## config.mk

```make
export PLATFORM = sky130hd
export DESIGN_NAME = rpn_stack_calculator
export DESIGN_NICKNAME = d
export VERILOG_FILES = /design/src/design/rsc_pkg.sv /design/src/design/rsc_ram.sv /design/src/design/rsc_ctrl.sv /design/src/design/rsc_dp.sv /design/src/design/rpn_stack_calculator.sv
export SDC_FILE = /design/constraint.sdc
export NUM_CORES = 2
export LEC_CHECK = 0
export BUFFER_PORTS_ARGS = -buffer_cell sky130_fd_sc_hd__buf_2
export CAP_MARGIN = 20
export CELL_PAD_IN_SITES_DETAIL_PLACEMENT = 1
export CELL_PAD_IN_SITES_GLOBAL_PLACEMENT = 1
export CORE_MARGIN = 3
export CORE_UTILIZATION = 42
export CTS_BUF_LIST = sky130_fd_sc_hd__clkbuf_2
export DETAILED_ROUTE_END_ITERATION = 10
export PLACE_DENSITY = 0.64
export SYNTH_ARGS = -nofsm -noshare
export SYNTH_HDL_FRONTEND = slang
export SYNTH_SLANG_ARGS = --single-unit
```

## constraint.sdc

```tcl
create_clock -name clk -period 12.4 [get_ports clk]
set_input_delay 0.62 -clock clk [delete_from_list [all_inputs] [get_ports clk]]
set_output_delay 0.62 -clock clk [all_outputs]
set_load 0.01 [all_outputs]
```

## src/design/rsc_pkg.sv

```systemverilog
package rsc_pkg;

  localparam int DATA_W        = 32;
  localparam int NUM_W         = 31;
  localparam int OP_W          = 3;
  localparam int STATUS_W      = 3;
  localparam int DEPTH_W       = 7;
  localparam int STACK_DEPTH_D = 64;

  typedef enum logic [OP_W-1:0] {
    OP_PUSH  = 3'd0,
    OP_ADD   = 3'd1,
    OP_SUB   = 3'd2,
    OP_PRINT = 3'd3,
    OP_QUIT  = 3'd4
  } op_t;

  typedef enum logic [STATUS_W-1:0] {
    ST_OK        = 3'd0,
    ST_SHOWN     = 3'd1,
    ST_UNDERFLOW = 3'd2,
    ST_OVERFLOW  = 3'd3,
    ST_HALTED    = 3'd4
  } status_t;

  typedef enum logic {
    S_IDLE,
    S_CALC
  } state_t;

  // controller -> datapath
  typedef struct packed {
    logic    push;      // push in_number, spill old top to RAM
    logic    rd_issue;  // read second entry, latch add/sub
    logic    arith_wb;  // combine RAM data with top, pop one
    logic    emit;      // load output register
    logic    set_halt;
    logic    show;      // report top of stack
    status_t status;
  } ctrl_cmd_t;

  // datapath -> controller
  typedef struct packed {
    logic halted;
    logic empty;
    logic lt2;
    logic full;
    logic out_busy;
  } dp_status_t;

endpackage

```

## src/design/rsc_ram.sv

```systemverilog
module rsc_ram #(
  parameter int W     = 32,
  parameter int DEPTH = 64,
  localparam int AW   = (DEPTH > 1) ? $clog2(DEPTH) : 1
) (
  input  logic          clk,
  input  logic          we,
  input  logic [AW-1:0] waddr,
  input  logic [W-1:0]  wdata,
  input  logic          re,
  input  logic [AW-1:0] raddr,
  output logic [W-1:0]  rdata
);

  logic [W-1:0] mem [DEPTH];
  logic [W-1:0] rdata_r;

  always_ff @(posedge clk) begin
    if (we) begin
      mem[waddr] <= wdata;
    end
    if (re) begin
      rdata_r <= mem[raddr];
    end
  end

  assign rdata = rdata_r;

endmodule

```

## src/design/rsc_ctrl.sv

```systemverilog
module rsc_ctrl
  import rsc_pkg::*;
(
  input  logic               clk,
  input  logic               rst_n,
  input  logic               in_valid,
  input  logic [OP_W-1:0]    in_op,
  output logic               in_stall,
  input  dp_status_t         stat,
  output ctrl_cmd_t          cmd
);

  state_t state_r, state_nxt;

  always_ff @(posedge clk) begin
    if (!rst_n) begin
      state_r <= S_IDLE;
    end else begin
      state_r <= state_nxt;
    end
  end

  always_comb begin
    state_nxt = state_r;
    cmd       = '0;
    cmd.status = ST_OK;
    in_stall  = (state_r != S_IDLE) || stat.out_busy;
    unique case (state_r)
      S_IDLE: begin
        if (in_valid && !stat.out_busy) begin
          if (stat.halted) begin
            cmd.emit   = 1'b1;
            cmd.status = ST_HALTED;
          end else begin
            unique case (op_t'(in_op))
              OP_PUSH: begin
                cmd.emit = 1'b1;
                if (stat.full) begin
                  cmd.status = ST_OVERFLOW;
                end else begin
                  cmd.push = 1'b1;
                end
              end
              OP_ADD, OP_SUB: begin
                if (stat.lt2) begin
                  cmd.emit     = 1'b1;
                  cmd.set_halt = 1'b1;
                  cmd.status   = ST_UNDERFLOW;
                end else begin
                  cmd.rd_issue = 1'b1;
                  state_nxt    = S_CALC;
                end
              end
              OP_PRINT: begin
                cmd.emit = 1'b1;
                if (!stat.empty) begin
                  cmd.show   = 1'b1;
                  cmd.status = ST_SHOWN;
                end
              end
              OP_QUIT: begin
                cmd.emit     = 1'b1;
                cmd.set_halt = 1'b1;
              end
              default: begin
                cmd.emit = 1'b1;   // unknown token kind, ignored
              end
            endcase
          end
        end
      end
      S_CALC: begin
        if (!stat.out_busy) begin
          cmd.arith_wb = 1'b1;
          cmd.emit     = 1'b1;
          state_nxt    = S_IDLE;
        end
      end
      default: begin
        state_nxt = S_IDLE;
      end
    endcase
  end

endmodule

```

## src/design/rsc_dp.sv

```systemverilog
module rsc_dp
  import rsc_pkg::*;
#(
  parameter int STACK_DEPTH = STACK_DEPTH_D
) (
  input  logic                       clk,
  input  logic                       rst_n,
  input  logic [OP_W-1:0]            in_op,
  input  logic [NUM_W-1:0]           in_number,
  input  logic                       out_stall,
  input  ctrl_cmd_t                  cmd,
  output dp_status_t                 stat,
  output logic                       out_valid,
  output logic [STATUS_W-1:0]        out_status,
  output logic signed [DATA_W-1:0]   out_top_value,
  output logic [DEPTH_W-1:0]         out_depth
);

  localparam int CW = $clog2(STACK_DEPTH + 1);
  localparam int AW = $clog2(STACK_DEPTH);

  logic [CW-1:0]         cnt_r, cnt_nxt;
  logic [DATA_W-1:0]     tos_r, tos_nxt;
  logic                  halted_r, halted_nxt;
  logic                  sub_r;
  logic                  out_valid_r, out_valid_nxt;
  logic [STATUS_W-1:0]   out_status_r;
  logic [DATA_W-1:0]     out_top_r;
  logic [DEPTH_W-1:0]    out_depth_r;
  logic [CW-1:0]         cnt_m1, cnt_m2;
  logic [DATA_W-1:0]     rd_data;
  logic [CW+DEPTH_W-1:0] depth_ext;

  assign cnt_m1 = cnt_r - CW'(1);
  assign cnt_m2 = cnt_r - CW'(2);

  // entries below the top live in RAM; top of stack is tos_r
  rsc_ram #(
    .W     (DATA_W),
    .DEPTH (STACK_DEPTH)
  ) u_ram (
    .clk   (clk),
    .we    (cmd.push && (cnt_r != '0)),
    .waddr (cnt_m1[AW-1:0]),
    .wdata (tos_r),
    .re    (cmd.rd_issue),
    .raddr (cnt_m2[AW-1:0]),
    .rdata (rd_data)
  );

  always_comb begin
    cnt_nxt    = cnt_r;
    tos_nxt    = tos_r;
    halted_nxt = halted_r || cmd.set_halt;
    if (cmd.push) begin
      cnt_nxt = cnt_r + CW'(1);
      tos_nxt = {1'b0, in_number};
    end else if (cmd.arith_wb) begin
      cnt_nxt = cnt_m1;
      tos_nxt = sub_r ? (rd_data - tos_r) : (rd_data + tos_r);
    end
  end

  assign depth_ext     = {{DEPTH_W{1'b0}}, cnt_nxt};
  assign out_valid_nxt = cmd.emit || (out_valid_r && out_stall);

  always_ff @(posedge clk) begin
    if (!rst_n) begin
      cnt_r       <= '0;
      halted_r    <= 1'b0;
      out_valid_r <= 1'b0;
    end else begin
      cnt_r       <= cnt_nxt;
      halted_r    <= halted_nxt;
      out_valid_r <= out_valid_nxt;
    end
  end

  always_ff @(posedge clk) begin
    tos_r <= tos_nxt;
    if (cmd.rd_issue) begin
      sub_r <= (op_t'(in_op) == OP_SUB);
    end
    if (cmd.emit) begin
      out_status_r <= cmd.status;
      out_top_r    <= cmd.show ? tos_r : '0;
      out_depth_r  <= depth_ext[DEPTH_W-1:0];
    end
  end

  assign stat.halted   = halted_r;
  assign stat.empty    = (cnt_r == '0);
  assign stat.lt2      = (cnt_r < CW'(2));
  assign stat.full     = (cnt_r == CW'(STACK_DEPTH));
  assign stat.out_busy = out_valid_r && out_stall;

  assign out_valid     = out_valid_r;
  assign out_status    = out_status_r;
  assign out_top_value = out_top_r;
  assign out_depth     = out_depth_r;

endmodule

```

## src/design/rpn_stack_calculator.sv

```systemverilog
// Reverse-Polish integer calculator.
// Input channel (in_valid/in_stall): one token per request, in_op selects
//   push number, add, subtract, print top or quit; in_number is the value
//   pushed. Result channel (out_valid/out_stall): exactly one request per
//   token with status, top_value (nonzero only when the top is shown) and
//   depth, the entry count after the token.
// The result is registered: for all tokens but a valid add/subtract it appears
//   in the cycle after the token is taken. Add/subtract first pass through S_CALC,
//   as the second operand comes from the stack RAM, whose read port is
//   registered, and no new token is taken in S_CALC. Throughput is one token
//   per cycle while out_stall holds no result, less for add/subtract.
// The top of stack sits in a register; older entries sit in the RAM.
// A full-stack push is dropped with an overflow status; add/subtract on
//   fewer than two entries reports underflow and halts; after quit or an
//   underflow every token is answered with the halted status.
// Reset (rst_n, synchronous) empties the stack and clears the halt; the RAM
//   needs no clearing since only written entries are ever read.
// While out_stall holds a waiting result, in_stall rises and no new token is
//   taken; the waiting result stays unchanged.
module rpn_stack_calculator
  import rsc_pkg::*;
#(
  parameter int STACK_DEPTH = STACK_DEPTH_D
) (
  input  logic                     clk,
  input  logic                     rst_n,
  input  logic                     in_valid,
  output logic                     in_stall,
  input  logic [OP_W-1:0]          in_op,
  input  logic [NUM_W-1:0]         in_number,
  output logic                     out_valid,
  input  logic                     out_stall,
  output logic [STATUS_W-1:0]      out_status,
  output logic signed [DATA_W-1:0] out_top_value,
  output logic [DEPTH_W-1:0]       out_depth
);

  ctrl_cmd_t  cmd;
  dp_status_t stat;

  // sequencing: decode, stall and the add/subtract through S_CALC
  rsc_ctrl u_ctrl (
    .clk      (clk),
    .rst_n    (rst_n),
    .in_valid (in_valid),
    .in_op    (in_op),
    .in_stall (in_stall),
    .stat     (stat),
    .cmd      (cmd)
  );

  // stack registers, RAM and the result register
  rsc_dp #(
    .STACK_DEPTH (STACK_DEPTH)
  ) u_dp (
    .clk           (clk),
    .rst_n         (rst_n),
    .in_op         (in_op),
    .in_number     (in_number),
    .out_stall     (out_stall),
    .cmd           (cmd),
    .stat          (stat),
    .out_valid     (out_valid),
    .out_status    (out_status),
    .out_top_value (out_top_value),
    .out_depth     (out_depth)
  );

  // a result never overwrites one still held by the receiver
  a_no_emit_when_busy: assert property (@(posedge clk) disable iff (!rst_n)
    !(cmd.emit && stat.out_busy))
    else $error("result emitted while output held");

  // after a RAM read is issued the next token must wait
  a_stall_after_read: assert property (@(posedge clk) disable iff (!rst_n)
    cmd.rd_issue |=> in_stall)
    else $error("token taken during add/subtract");

  // halt is sticky until reset
  a_halt_sticky: assert property (@(posedge clk) disable iff (!rst_n)
    stat.halted |=> stat.halted)
    else $error("halt cleared without reset");

  // only a shown top carries a value
  a_top_zero: assert property (@(posedge clk) disable iff (!rst_n)
    (out_valid && (out_status != ST_SHOWN)) |-> (out_top_value == '0))
    else $error("top_value set without shown status");

endmodule

```

### Word level (Yosys, flattened, before mapping)

Memories as Yosys holds them, arrays and structs flattened. A register that Yosys moved wholly into a read port is not among the register bits.
Cells that the tools add are included.

* flip-flop bits (word level): 85
* bits in latches: 0
* RAM bits: 2048
* ROM bits: 0
* word-level logic and storage cells: 73
* memories: 1

* add/subtract/negate cells: 5
* multiply operators: 0
* div/mod/pow operators: 0
* $lt $le $gt $ge: 1
* equal/unequal tests: 5
* shift-type cells: 0
* multiplexer cells: 34
* bitwise logic cells: 2
* reduce and logical (&&, ||, !) cells: 14

Memory list
* u_dp.u_ram.mem: words 64, width 32, read ports 1, clocked after Yosys merged registers in 1, write ports 1, RTL line rsc_ram.sv:15 `logic [W-1:0] mem [DEPTH];`

Operators with widths (number)
* 2-to-1 mux 31 bit: 2
* adder 32 bit: 1
* 2-to-1 mux 32 bit: 1
* subtractor 32 bit: 1
* 2-to-1 mux 2 bit: 8
* 2-to-1 mux 7 bit: 2
* 2-to-1 mux 1 bit: 13
* case mux 3 bit (3 select lines): 1
* adder 7 x 1 -> 7 bit, second input constant: 1
* equality test 7 bit, second input constant: 1
* logical NOT 7 bit: 1
* less-than comparator 7 x 2 -> 1 bit, second input constant: 1
* nonzero test 7 bit: 1
* subtractor 7 x 1 -> 7 bit, second input constant: 1
* equality test 3 x 2 -> 1 bit, second input constant: 2
* 2-to-1 mux 6 bit: 1
* case mux 1 bit (2 select lines): 3
* subtractor 6 x 2 -> 6 bit, second input constant: 1
* 2-to-1 mux 5 bit: 1
* 2-to-1 mux 4 bit: 1
* OR reduction 2 bit: 2
* equality test 3 x 1 -> 1 bit, second input constant: 1
* equality test 3 bit, second input constant: 1
* logical AND 1 bit: 3
* 7 further kinds: 10

### Longest topological paths before layout

* word-level depth: 9
* depth in mapped cells: 16

### Cells and area by module

From an unflattened synthesis, not the netlist that was laid out.

* cells, all modules: 4005
* area, all modules: 85001.5 um2

By module, submodules not included
* rsc_ram: instances 1, cells an instance 3324, area each 78835.6 um2
* rsc_dp: instances 1, cells an instance 649, area each 5938.2 um2
* rsc_ctrl: instances 1, cells an instance 32, area each 227.7 um2

### Worst setup path before layout

OpenSTA, ideal clock, no wires.

* path kind: register to register
* start point: register u_dp.cnt_r[1]
* end point: memory u_dp.u_ram.mem[56][0] (enable)
* setup time: 0.421 ns
* arrival: 4.104 ns
* required time: 11.979 ns
* setup slack: 7.875 ns
* cell stages (with the launch flop): 12
* buffers on the path: 4
* clock period less this slack: 4.525 ns
* cells stage by stage: dfxtp_1 clkbuf_1 buf_2 buf_2 inv_1 clkbuf_1 ha_1 or3b_2 nand2b_1 xnor2_1 nand2_1 nor2_1

* word-level cells in the longest chain between the ends: 9

Ends and longest elaborated chain
* start: declaration: RTL line rsc_dp.sv:22 `logic [CW-1:0] cnt_r, cnt_nxt;`
* start signal: assignment: RTL line rsc_dp.sv:73 `cnt_r <= cnt_nxt;`
* equality test 7 bit: RTL line rsc_dp.sv:94 `assign stat.full = (cnt_r == CW'(STACK_DEPTH));`
* 2-to-1 mux 1 bit: RTL line rsc_ctrl.sv:38 `if (stat.full) begin`
* 2-to-1 mux 1 bit: RTL line rsc_ctrl.sv:35 `unique case (op_t'(in_op))`
* 2-to-1 mux 2 bit: RTL line rsc_ctrl.sv:31 `if (stat.halted) begin`
* 2-to-1 mux 2 bit: RTL line rsc_ctrl.sv:30 `if (in_valid && !stat.out_busy) begin`
* 2-to-1 mux 2 bit: RTL line rsc_ctrl.sv:28 `unique case (state_r)`
* logical AND 1 bit: RTL line rsc_dp.sv:43 `.we (cmd.push && (cnt_r != '0)),`
* 2-to-1 mux 1 bit: RTL line rsc_ram.sv:19 `if (we) begin`
* 2-to-1 mux 1 bit (not written as such): RTL line rsc_ram.sv:20 `mem[waddr] <= wdata;`
* end: declaration: RTL line rsc_ram.sv:15

Parallel ways exist; a longest one is shown, timed or not.

### Worst setup path after layout

* start point: register u_dp.cnt_r[0]
* end point: register u_dp.u_ram.rdata_r[6] (netlist: u_dp.u_ram.rdata[6]), read port of u_dp.u_ram.mem (data pin)

* word-level cells in the longest chain between the ends: 6

Ends and longest elaborated chain
* less-than comparator 7 x 2 -> 1 bit: RTL line rsc_dp.sv:93 `assign stat.lt2 = (cnt_r < CW'(2));`
* 2-to-1 mux 1 bit: RTL line rsc_ctrl.sv:45 `if (stat.lt2) begin`
* 2-to-1 mux 1 bit: RTL line rsc_ctrl.sv:35
* 2-to-1 mux 2 bit: RTL line rsc_ctrl.sv:31
* 2-to-1 mux 2 bit: RTL line rsc_ctrl.sv:30
* 2-to-1 mux 2 bit: RTL line rsc_ctrl.sv:28
* end: declaration: RTL line rsc_ram.sv:16 `logic [W-1:0] rdata_r;`

Parallel ways exist; a longest one is shown, timed or not.
A chain may end at the register's enable or synchronous reset.

==> flow_summary.toml <==
[run_status]
outcome = "finished, final reports clean"

[logic_synthesis]
yosys-mux-area-fraction_pct = 17.6
synth_edf_count = 2154
syn-num-nets = 3791
synth_cell_types = 61
syn_avg_cell_area_um2 = 22.8
synthCells = 3715
synth-async-reset-ratio_pct = 0
synth-xor-area-share_pct = 0.629
seq_area_frac_synth_pct = 76.5
synth-compound-area-share_pct = 1.55
synth_fa_ha_area_share_pct = 0.569
ys_seq_elements = 2165
yosysWarnings = 0
synthSimpleGateAreaFrac_pct = 2.08
syn_area_um2 = 84900
yosys_most_used_dff = "edfxtp_1"
synth_top_family_by_area = "multiplexers"

[sta]
hold_viol_final = 0
tightest_slew_ps = 1270
slew-limit-headroom_pct = 15.7
rsz0062_at_grt = "false"
clock.fmax_mhz = 164
tns_ps = 0
finalSetupViolations = 0
fin_ws_ps = 6320
fin_crit_sh_pct = 49.0
maxSlewViolCount = 0
period_minus_slack_ps = 6080
fin_skew_ps = 148

[route]
post_drt_wl_per_cell_um = 33.0
vias = 43697
totalWireLength_mm = 244
drtIter0Drc = 5597
drc_errors = 0
drt_first_pass_iters = 5
vias_per_cell = 5.89
postRouteAntennaNets = 0

[pwr]
vdd_drop_max_mv = 0.115
p_leak_nw = 29.7
fin_total_pwr_w = 0.0131
power_density_nw_per_um2 = 138

[worst_setup_path]
reg2reg_from = "u_dp.cnt_r[0]$_SDFF_PN0_"
arrival_ps = 7610
cp_top_family = "buffers and inverters"
startpoint = "u_dp.cnt_r[0]$_SDFF_PN0_"
start_kind = "flip-flop"
crit_path_end_kind = "flip-flop"
cpPeakStageDelay_ps = 910
crit_required_ps = 13930
cpMostUsedCell = "buf_4"
crit_fanout = 43
cp_slowest_cell = "dfxtp_4"
critPathBufInv = 4
criticalPathCategory = "flip-flop to flip-flop"
path_cells = "buf_4, buf_4, buf_4, buf_4, mux4_2, mux4_2, mux4_2"

[floorplanning]
pin_count = 82
rows = 164
die_area_um2 = 208000
initial_utilization_pct = 42.4
die_h_um = 456
coreArea_um2 = 200000
die_w_um = 456

[cts]
root_buffer = "clkbuf_2"
cts.sinks = 2165
cts_buffer_depth = 4
cts_buffers = 554
clk_pin_slew_ps = 110
cts_tree = "built"
htree_num_levels = 6
clk-insertion-delay-late_ps = 1870
cts_setup_buffers = 0

[global_routing]
gr-total-overflow = 0
grt_usage_pct = 23.4
antenna_found_initial = 13
grt_pass1_vias = 45650
grt_start_max_net_pins = 139
grt_pass1_wl_mm = 344

[finish]
area.growth.synth_to_final_pct = 12.1
nets = 4477
nFillCells = 18537
drive_gt1_share_pct = 37.2
fin_util_pct = 47.5
final_cells = 7414

[place]
place_ws_ps = 6080
port-buffer-count = 81
dp.cells = 6389
gp_congestion = 0.857
dp_hpwl_mm = 127

[flow_run]
maxCapViolations = 0

[min_path]
min-delay-start = "in_number[20]"
hp-class = "input pin to flip-flop"
==> synth_stat cells (8+ instances only) <==
cell | instances | area share, %
edfxtp_1 | 2154 | 76
mux4_2 | 662 | 18
nor2_1 | 124 | 0.55
clkbuf_1 | 106 | 0.47
nand2_1 | 74 | 0.33
a21oi_1 | 70 | 0.41
xnor2_1 | 49 | 0.51
buf_2 | 42 | 0.25
and2_1 | 39 | 0.29
ha_1 | 37 | 0.55
o21ai_0 | 32 | 0.19
buf_1 | 24 | 0.11
inv_1 | 23 | 0.10
a21o_1 | 21 | 0.19
nor3_1 | 20 | 0.12
a211oi_1 | 19 | 0.17
a31oi_1 | 18 | 0.13
buf_4 | 18 | 0.16
nor2b_1 | 17 | 0.13
nand3_1 | 15 | 0.088
nor4_1 | 15 | 0.11
xor2_1 | 12 | 0.12
dfxtp_1 | 11 | 0.26
nand4_1 | 11 | 0.081
and3_1 | 10 | 0.074
or3_1 | 9 | 0.066
nand2b_1 | 8 | 0.059
o31ai_1 | 8 | 0.071
==> through the flow <==
step / cell area, um2 / hold slack, ps
global placement: 89400 / 502
floorplan: 84900 / 473
detailed placement: 89400 / 506
CTS: 95000 / 0.958
global route: 95100 / 79.8
finish: 95200 / 224
==> path summary, 6_finish.rpt <==
path	endpoint	slack (ps)	depth (start not counted)
worst max-delay path	u_dp.u_ram.rdata[6]$_DFFE_PP_	6320	7
worst min-delay path	u_dp.tos_r[20]$_DFFE_PP_	220	5
worst min register to register	u_dp.out_status[2]$_SDFFCE_PP0P_	690	1
worst max register to register	u_dp.u_ram.rdata[6]$_DFFE_PP_	6320	7
==> worst min-delay path, cell delays in order <==
cell           delay (ps)
dlygate4sd3_1         520
buf_2                  90
dlygate4sd3_1         540
nor2_1                 90
a21oi_1               110
==> layout by cell type (no fill, tap or decap), drive strengths merged, types with 4 or more instances in the layout <==
| cell type | count |
|---|---|
| nor4 | 16 |
| and4 | 5 |
| mux4 | 662 |
| xor2 | 12 |
| a31oi | 18 |
| buf | 212 |
| o21ai | 33 |
| nand2 | 74 |
| ha | 37 |
| clkbuf | 771 |
| nor3b | 4 |
| inv | 37 |
| clkinv | 102 |
| nor3 | 20 |
| and2 | 39 |
| o21a | 6 |
| nand3 | 15 |
| or4 | 4 |
| bufinv | 8 |
| dlygate4sd3 | 109 |
| nor2 | 124 |
| dfxtp | 11 |
| edfxtp | 2154 |
| o31ai | 8 |
| o31a | 5 |
| nand4 | 11 |
| and3 | 10 |
| clkinvlp | 4 |
| a21o | 21 |
| o21bai | 4 |
| a21oi | 70 |
| mux2i | 4 |
| nor2b | 17 |
| or3 | 9 |
| nand2b | 8 |
| xnor2 | 49 |
| diode | 14 |
| a211oi | 20 |
==> per-layer routing <==
layer,global-route usage (%),wire length [um],up-vias
li1,-,-,17504
met1,32.5,99000,23609
met2,36.7,117000,2185
met3,5.48,21300,399
met4,8.16,7350,0
met5,0,0,-
==> final cells by class <==
cell class / instances / area [um2] / area share (%)
inverter: 23 / 86.3 / 0.0907
clock buffer: 771 / 3860 / 4.05
sequential: 2165 / 64900 / 68.2
antenna: 14 / 35.0 / 0.0368
clock inverter: 128 / 724 / 0.761
timing repair buffer: 321 / 2610 / 2.74
multi-input combinational: 1336 / 19600 / 20.6
tap: 2656 / 3320 / 3.49
==> report_power, final <==
part / switching [W] / internal, W
combinational: 0.000276 / 0.000207
sequential: 0.0000115 / 0.00798
clock: 0.00285 / 0.00182
==> cell families (layout without fill, tap and decap cells) <==
logic type | Yosys count | after routing
xor gates and xnor gates | 61 | 61
muxes | 666 | 666
and+or+nand+nor | 363 | 363
buffers and inverters | 214 | 1243
DFF | 2165 | 2165
AOI/OAI and AO/OA | 208 | 208
adders and majority gates | 38 | 38
other | 0 | 14
==> registers in the layout, summed over array words and instances, names as in the netlist, 3 cells and up <==
| signal | count |
|---|---|
| u_dp.cnt_r | 7 |
| u_dp.tos_r | 32 |
| u_dp.out_depth | 7 |
| u_dp.out_status | 3 |
| u_dp.u_ram.rdata | 32 |
| u_dp.u_ram.mem | 2048 |
| u_dp.out_top_value | 32 |
==> timing repair <==
action / in CTS / in global routing
hold endpoints to repair: 210 / 0
resized for setup: 0 / 0
hold buffers: 109 / 0
Power figures use the tool's default switching activity.
